==> config.mk <==
export PLATFORM = sky130hd
export DESIGN_NAME = in_flight_ack_tracker
export DESIGN_NICKNAME = d
export VERILOG_FILES = /design/src/rtl/core/iat_pkg.sv /design/src/rtl/core/iat_front.sv /design/src/rtl/core/iat_back.sv /design/src/rtl/core/in_flight_ack_tracker.sv
export SDC_FILE = /design/constraint.sdc
export NUM_CORES = 1
export LEC_CHECK = 0
export CORE_UTILIZATION = 46
export CTS_CLUSTER_SIZE = 16
export DETAILED_ROUTE_END_ITERATION = 8
export DONT_BUFFER_PORTS = 1
export PLACE_DENSITY = 0.63
export SYNTH_ARGS = -nofsm -noshare
export SYNTH_HDL_FRONTEND = slang
export SYNTH_SLANG_ARGS = --single-unit
==> constraint.sdc <==
create_clock -name clk -period 6.99 [get_ports clk]
set_clock_uncertainty 0.2 [all_clocks]
set_input_delay 0.699 -clock clk [delete_from_list [all_inputs] [get_ports clk]]
set_output_delay 0.699 -clock clk [all_outputs]
set_load 0.01 [all_outputs]
==> src/rtl/core/iat_pkg.sv <==
// ----------------------------------------------------------------------------
// iat_pkg
// Types and constants shared by the in-flight ack tracker modules.
// ----------------------------------------------------------------------------
`default_nettype none

package iat_pkg;

  localparam int QUEUE_DEPTH = 16;
  localparam int PTR_W       = $clog2(QUEUE_DEPTH);
  localparam int CNT_W       = $clog2(QUEUE_DEPTH + 1);
  localparam int TAG_W       = 32;

  localparam logic [1:0] OUTCOME_DELIVERED = 2'd0;
  localparam logic [1:0] OUTCOME_LOST      = 2'd1;
  localparam logic [1:0] OUTCOME_DROPPED   = 2'd2;

  localparam logic MODE_REGISTER = 1'b0;
  localparam logic MODE_ACK      = 1'b1;

  typedef struct packed {
    logic             mode;
    logic [TAG_W-1:0] tag;
    logic             ack_only;
  } item_t;

  typedef struct packed {
    logic [1:0]       outcome;
    logic [TAG_W-1:0] result_tag;
    logic             last;
  } result_t;

  // command handed from front to back; ack-only registers never get here
  typedef struct packed {
    logic             is_ack;
    logic [TAG_W-1:0] tag;
  } cmd_t;

endpackage

`default_nettype wire

==> src/rtl/core/iat_front.sv <==
// ----------------------------------------------------------------------------
// iat_front
// Accepts input beats, drops ack-only registers, and queues commands for
// the back end in a two-entry command queue.
// ----------------------------------------------------------------------------
`default_nettype none

module iat_front (
  input  wire logic          clk,
  input  wire logic          rst,
  input  wire logic          start,
  input  wire iat_pkg::item_t item,
  output logic               busy,
  output logic               cmd_valid,
  output iat_pkg::cmd_t      cmd,
  input  wire logic          cmd_pop
);
  import iat_pkg::*;

  cmd_t        q [2];
  logic        wr_ptr;
  logic        rd_ptr;
  logic [1:0]  count;
  logic        accept;
  logic        push;

  assign busy      = (count == 2'd2);
  assign accept    = start && !busy;
  assign push      = accept && !(item.mode == MODE_REGISTER && item.ack_only);
  assign cmd_valid = (count != 2'd0);
  assign cmd       = q[rd_ptr];

  always_ff @(posedge clk) begin
    if (push) begin
      q[wr_ptr].is_ack <= (item.mode == MODE_ACK);
      q[wr_ptr].tag    <= item.tag;
    end
  end

  always_ff @(posedge clk) begin
    if (rst) begin
      wr_ptr <= 1'b0;
      rd_ptr <= 1'b0;
      count  <= 2'd0;
    end else begin
      if (push) wr_ptr <= ~wr_ptr;
      if (cmd_pop) rd_ptr <= ~rd_ptr;
      count <= count + 2'(push) - 2'(cmd_pop);
    end
  end

  a_pop_nonempty: assert property (@(posedge clk) disable iff (rst)
    cmd_pop |-> cmd_valid) else $error("pop from empty command queue");
  a_no_overfill: assert property (@(posedge clk) disable iff (rst)
    busy |-> !push) else $error("push into full command queue");
  a_count_step: assert property (@(posedge clk) disable iff (rst)
    (push && !cmd_pop) |=> count == $past(count) + 2'd1)
    else $error("command count did not advance");

endmodule

`default_nettype wire

==> src/rtl/core/iat_back.sv <==
// ----------------------------------------------------------------------------
// iat_back
// Holds the ring of in-flight tags and executes commands: pushes register
// commands (a drop beat when the ring is full), scans the head for ack commands one entry per cycle.
// ----------------------------------------------------------------------------
`default_nettype none

module iat_back (
  input  wire logic          clk,
  input  wire logic          rst,
  input  wire logic          cmd_valid,
  input  wire iat_pkg::cmd_t cmd,
  output logic               cmd_pop,
  output logic               strobe,
  output iat_pkg::result_t   result
);
  import iat_pkg::*;

  localparam int SUM_W = PTR_W + 1;
  localparam logic [SUM_W-1:0] DEPTH_S = SUM_W'(QUEUE_DEPTH);
  localparam logic [CNT_W-1:0] DEPTH_C = CNT_W'(QUEUE_DEPTH);
  localparam logic [PTR_W-1:0] LAST_PTR = PTR_W'(QUEUE_DEPTH - 1);

  localparam logic [1:0] S_IDLE  = 2'd0;
  localparam logic [1:0] S_SCAN  = 2'd1;
  localparam logic [1:0] S_FLUSH = 2'd2;

  logic [TAG_W-1:0] mem [QUEUE_DEPTH];
  logic [TAG_W-1:0] rd_data;

  logic [1:0]       state, state_next;
  logic [PTR_W-1:0] head, head_next;
  logic [CNT_W-1:0] count, count_next;
  logic [TAG_W-1:0] ack_tag;
  logic             pend_valid, pend_valid_next;
  result_t          pend, pend_data;
  logic             pend_load;
  logic             strobe_next;
  result_t          out_data;
  logic             pop;
  logic             wr_en;
  logic [SUM_W-1:0] tail_sum;
  logic [PTR_W-1:0] tail;

  assign tail_sum = SUM_W'(head) + SUM_W'(count);
  assign tail     = (tail_sum >= DEPTH_S) ? PTR_W'(tail_sum - DEPTH_S)
                                          : PTR_W'(tail_sum);

  always_comb begin
    state_next      = state;
    count_next      = count;
    pend_valid_next = pend_valid;
    pend_load       = 1'b0;
    pend_data       = pend;
    strobe_next     = 1'b0;
    out_data        = pend;
    out_data.last   = 1'b0;
    pop             = 1'b0;
    wr_en           = 1'b0;
    cmd_pop         = 1'b0;
    unique case (state)
      S_IDLE: begin
        if (cmd_valid) begin
          cmd_pop = 1'b1;
          if (!cmd.is_ack) begin
            if (count == DEPTH_C) begin
              strobe_next         = 1'b1;
              out_data.outcome    = OUTCOME_DROPPED;
              out_data.result_tag = cmd.tag;
              out_data.last       = 1'b1;
            end else begin
              wr_en      = 1'b1;
              count_next = count + CNT_W'(1);
            end
          end else if (count != '0) begin
            state_next = S_SCAN;
          end
        end
      end
      S_SCAN: begin
        if (rd_data <= ack_tag) begin
          strobe_next          = pend_valid;
          pop                  = 1'b1;
          count_next           = count - CNT_W'(1);
          pend_load            = 1'b1;
          pend_valid_next      = 1'b1;
          pend_data.outcome    = (rd_data == ack_tag) ? OUTCOME_DELIVERED : OUTCOME_LOST;
          pend_data.result_tag = rd_data;
          pend_data.last       = 1'b0;
          if (rd_data == ack_tag || count == CNT_W'(1)) state_next = S_FLUSH;
        end else begin
          state_next = pend_valid ? S_FLUSH : S_IDLE;
        end
      end
      S_FLUSH: begin
        strobe_next     = 1'b1;
        out_data.last   = 1'b1;
        pend_valid_next = 1'b0;
        state_next      = S_IDLE;
      end
      default: state_next = S_IDLE;
    endcase
    head_next = pop ? ((head == LAST_PTR) ? '0 : head + PTR_W'(1)) : head;
  end

  always_ff @(posedge clk) begin
    if (wr_en) mem[tail] <= cmd.tag;
    rd_data <= mem[head_next];
  end

  always_ff @(posedge clk) begin
    if (cmd_pop) ack_tag <= cmd.tag;
    if (pend_load) pend <= pend_data;
    if (strobe_next) result <= out_data;
  end

  always_ff @(posedge clk) begin
    if (rst) begin
      state      <= S_IDLE;
      head       <= '0;
      count      <= '0;
      pend_valid <= 1'b0;
      strobe     <= 1'b0;
    end else begin
      state      <= state_next;
      head       <= head_next;
      count      <= count_next;
      pend_valid <= pend_valid_next;
      strobe     <= strobe_next;
    end
  end

  a_count_bound: assert property (@(posedge clk) disable iff (rst)
    count <= DEPTH_C) else $error("entry count above depth");
  a_idle_no_pend: assert property (@(posedge clk) disable iff (rst)
    state == S_IDLE |-> !pend_valid) else $error("pending result left in idle");
  a_flush_last: assert property (@(posedge clk) disable iff (rst)
    state == S_FLUSH |=> strobe && result.last) else $error("flush without last beat");
  a_drop_last: assert property (@(posedge clk) disable iff (rst)
    (strobe && result.outcome == OUTCOME_DROPPED) |-> result.last)
    else $error("drop beat not marked last");

endmodule

`default_nettype wire

==> src/rtl/core/in_flight_ack_tracker.sv <==
// ----------------------------------------------------------------------------
// in_flight_ack_tracker
// Sender-side tracker of in-flight packet tags with ack resolution.
//
// Input: a beat is taken on a rising edge with start high and busy low.
//   item.mode 0 registers a sent tag (ignored when item.ack_only is set),
//   item.mode 1 carries an acknowledged tag.
// Output: each result beat is valid for one cycle while strobe is high; the
//   receiver cannot stall, so results are never held back. result.last marks
//   the final beat caused by one input.
// A two-entry command queue decouples intake from execution; busy rises only
// when it is full. A register is executed by the back end in its idle state,
// and its drop beat, if any, is registered out of that state. An ack scans
// the ring head one entry per ring read; a match or an emptied ring moves to
// a flush state that sends the last beat. A larger head tag stops the scan,
// flushing the pending beat if there is one and else giving no beat; an ack
// on an empty ring is finished in the idle state.
// Reset (rst, synchronous) empties the ring and the command queue; no
// clearing pass is needed.
// ----------------------------------------------------------------------------
`default_nettype none

module in_flight_ack_tracker (
  input  wire logic             clk,
  input  wire logic             rst,
  input  wire logic             start,
  input  wire iat_pkg::item_t   item,
  output logic                  busy,
  output logic                  strobe,
  output iat_pkg::result_t      result
);
  import iat_pkg::*;

  logic cmd_valid;
  logic cmd_pop;
  cmd_t cmd;

  iat_front u_front (
    .clk       (clk),
    .rst       (rst),
    .start     (start),
    .item      (item),
    .busy      (busy),
    .cmd_valid (cmd_valid),
    .cmd       (cmd),
    .cmd_pop   (cmd_pop)
  );

  iat_back u_back (
    .clk       (clk),
    .rst       (rst),
    .cmd_valid (cmd_valid),
    .cmd       (cmd),
    .cmd_pop   (cmd_pop),
    .strobe    (strobe),
    .result    (result)
  );

endmodule

`default_nettype wire
==> results.cfg <==
[worst_setup_path]
crit_family = compound AO/OA/AOI/OAI gates
cp_slowest_stage_delay_ns = 0.87
crit_chain = inv_1 > ha_1 > a21oi_1 > o21ai_0 > a221o_1 > o311ai_1 > o31ai_4 > buf_4 > nor2_4 > buf_4 > mux2_2 > o211ai_1 > nand4_1
cpMostUsedCell = buf_4
required_ns = 7.26
startpoint_type = register
slowest_stage = buf_4
timing_worst_setup_path_type = register to register
cp.buffers_inverters = 3
crit_path_max_fanout = 75
worstSetupEndpointType = register
arrival_ns = 5.10

[grt]
first_global_vias = 16350
grt_usage_pct = 22.47
grt-ovfl-total = 0
grt_max_degree = 217
grt_pass1_wl_mm = 105.4
grt_antenna_before_repair = 0

[sta]
rsz0062_at_grt = false
setup_violations = 0
layout_min_cycle_time_ns = 4.826
final_hold_viol_count = 0
setup_tns_ns = 0
tightest_slew_ns = 1.205
period_share_pct = 69.05
slew_headroom_pct = 19.65
fmax_mhz = 207.2
setup_ws_ns = 2.164
drv_slew = 0

[die]
initial_core_util_pct = 46.81
fp.dieArea_um2 = 64040
die-width_um = 253.1
fp.dieH_um = 253.1
core_area_um2 = 61940
ios = 74
fp-row-count = 91

[yosys]
yosysTopAreaCellShare_pct = 70.21
synthesis.nets = 1948
synth_cell_types = 52
ys_ff_latch = 728
post-synth-top-count-cell = edfxtp_1
yosysSeqAreaShare_pct = 73.67
synth_edf_count = 678
synthFlopType = edfxtp_1
netlist_area_um2 = 29000
ys_warn_count = 0
synth_area_leaders = edfxtp_1 70%, mux2_2 5.2%, nand3_1 4.5%, dfxtp_1 3.5%, o211ai_1 3.4%
async_flop_share_pct = 0
syn_inst = 1869
syn_area_per_cell_um2 = 15.51
synthTopCellsByCount = 678 x edfxtp_1, 259 x nand3_1, 134 x mux2_2, 134 x o21ai_0, 130 x o211ai_1
yosys.area.top_type = edfxtp_1

[cts]
cts-htree-levels = 3
cts_resized = 0
cts_root_buf = clkbuf_16
path_clk_slew_ns = 0.06
clkSinkCount = 728
numCtsBuffers = 76
postCtsSetupBuffers = 0
tritoncts = done
clkLatencyLatePin_ns = 0.62
cts_buffer_depth = 3

[power_and_ir_drop]
power.total_w = 0.01268
power_density_nw_per_um2 = 386.1
p_int_w = 0.008939
seq_power_share_pct = 44.7
p_leak_nw = 11.06
swShare_pct = 29.52
p_comb_share_pct = 23.6
ir_worst_vdd_v = 0.0002436
p_switching_w = 0.003743
clockPowerShare_pct = 31.7

[place]
place_area_um2 = 30030
place_congestion = 0.7576
dpl.hpwl_mm = 36.08
preCtsSetupSlack_ns = 2.169
io_buffer_count = 0

[route]
wl_mm = 70.87
via_per_inst = 5.934
first_pass_iters = 5
first_iter_violations = 1364
wire_per_inst_um = 25.35
vias = 16590
drtAntennaViolNets = 0
drc = 0

[flow_run]
cap_violations = 0

[cells_and_area]
fill_cells = 5022
syn_to_final_growth_pct = 13.28
finalInstanceArea_um2 = 32850
drive_above_1_share_pct = 16.49
final_util_pct = 53.03
num-nets-final = 1979
diodes = 0

[hold_path]
hp-class = register to register

[run_status]
status = complete, no violations
-- layer usage --
metal	up-vias	part of all wire [%]	track usage, %	wire length, µm
met5	-	0	0	0
met4	0	2.2	6.788	1585
met3	109	7.6	4.688	5413
met2	644	47	35.93	33530
met1	8463	43	30.90	30340
li1	7375	-	-	-
-- flip-flops by register name (all words and copies together), names as in the netlist, 2 cells and up, named ones only --
name,flops
u_back.state,2
u_front.q,66
u_front.count,2
u_back.mem,512
u_back.count,5
u_back.rd_data,32
u_back.ack_tag,32
u_back.pend,33
u_back.head,4
u_back.result,35
-- timing repair --
action	4_1_cts	5_1_grt
endpoints found under the hold margin	84	0
setup endpoints to repair	0	0
hold buffers	34	0
-- cells in the final DEF, fill, tap and decap left out, drive strengths merged, types with 43 or more instances in the layout --
cell	count
nand3	259
o21ai	135
o211ai	130
inv	49
dfxtp	50
clkbuf	95
nor2	44
nand4	43
edfxtp	678
mux2	194
-- power by group through the flow --
stage / combinational [W] / clock [W] / sequential [W]
floorplan: 0.00215 / 0 / 0.00569
finish: 0.00299 / 0.00402 / 0.00567
detailed placement: 0.00299 / 0 / 0.00576
global route: 0.00331 / 0.00427 / 0.00570
CTS: 0.00302 / 0.00411 / 0.00567
global placement: 0.00291 / 0 / 0.00575
-- path summary, 6_finish.rpt --
path	startpoint	to	slack, ns	cells after the start
worst max-delay path	u_back.ack_tag[7]	u_back.rd_data[0]	2.16	13
worst min-delay path	u_back.rd_data[20]	u_back.pend[21]	0.25	0
worst max register to register	u_back.ack_tag[7]	u_back.rd_data[0]	2.16	13
worst min register to register	u_back.rd_data[20]	u_back.pend[21]	0.25	0
-- per-stage QoR --
stage          hold slack, ns  std cells
6_report               0.2494       2796
5_1_grt                0.2518       2796
4_1_cts                0.2465       2796
3_5_place_dp           0.2341       2625
3_3_place_gp           0.2181       2625
2_1_floorplan          0.2082       1869
-- worst register-to-register path: stages (launching register included) --
cell,delay [ns]
edfxtp_1,0.32
inv_1,0.04
ha_1,0.31
a21oi_1,0.16
o21ai_0,0.21
a221o_1,0.49
o311ai_1,0.61
o31ai_4,0.14
buf_4,0.33
nor2_4,0.19
buf_4,0.87
mux2_2,0.51
o211ai_1,0.17
nand4_1,0.15
-- kinds of logic (layout without fill, tap and decap cells) --
group           Yosys count  in the layout  synth area share, %
mux                     195            195                7.569
buf+inv                 166            256                2.460
flops                   728            728                73.67
simple gates            400            400                6.934
xor+xnor                 14             14               0.4228
fa+ha+maj                42             42                1.838
compound gates          324            324                7.111
-- final cells by class --
type | instances | area, µm² | share of cell area, %
clock inverters | 42 | 467.9 | 1.425
well taps | 837 | 1047 | 3.188
multi-input cells | 975 | 7138 | 21.73
flip-flops and latches | 728 | 21360 | 65.03
repair buffers | 73 | 645.6 | 1.965
inverters | 46 | 172.7 | 0.5257
clock buffers | 95 | 2014 | 6.133
No activity file was read; power rests on OpenSTA's default activity.
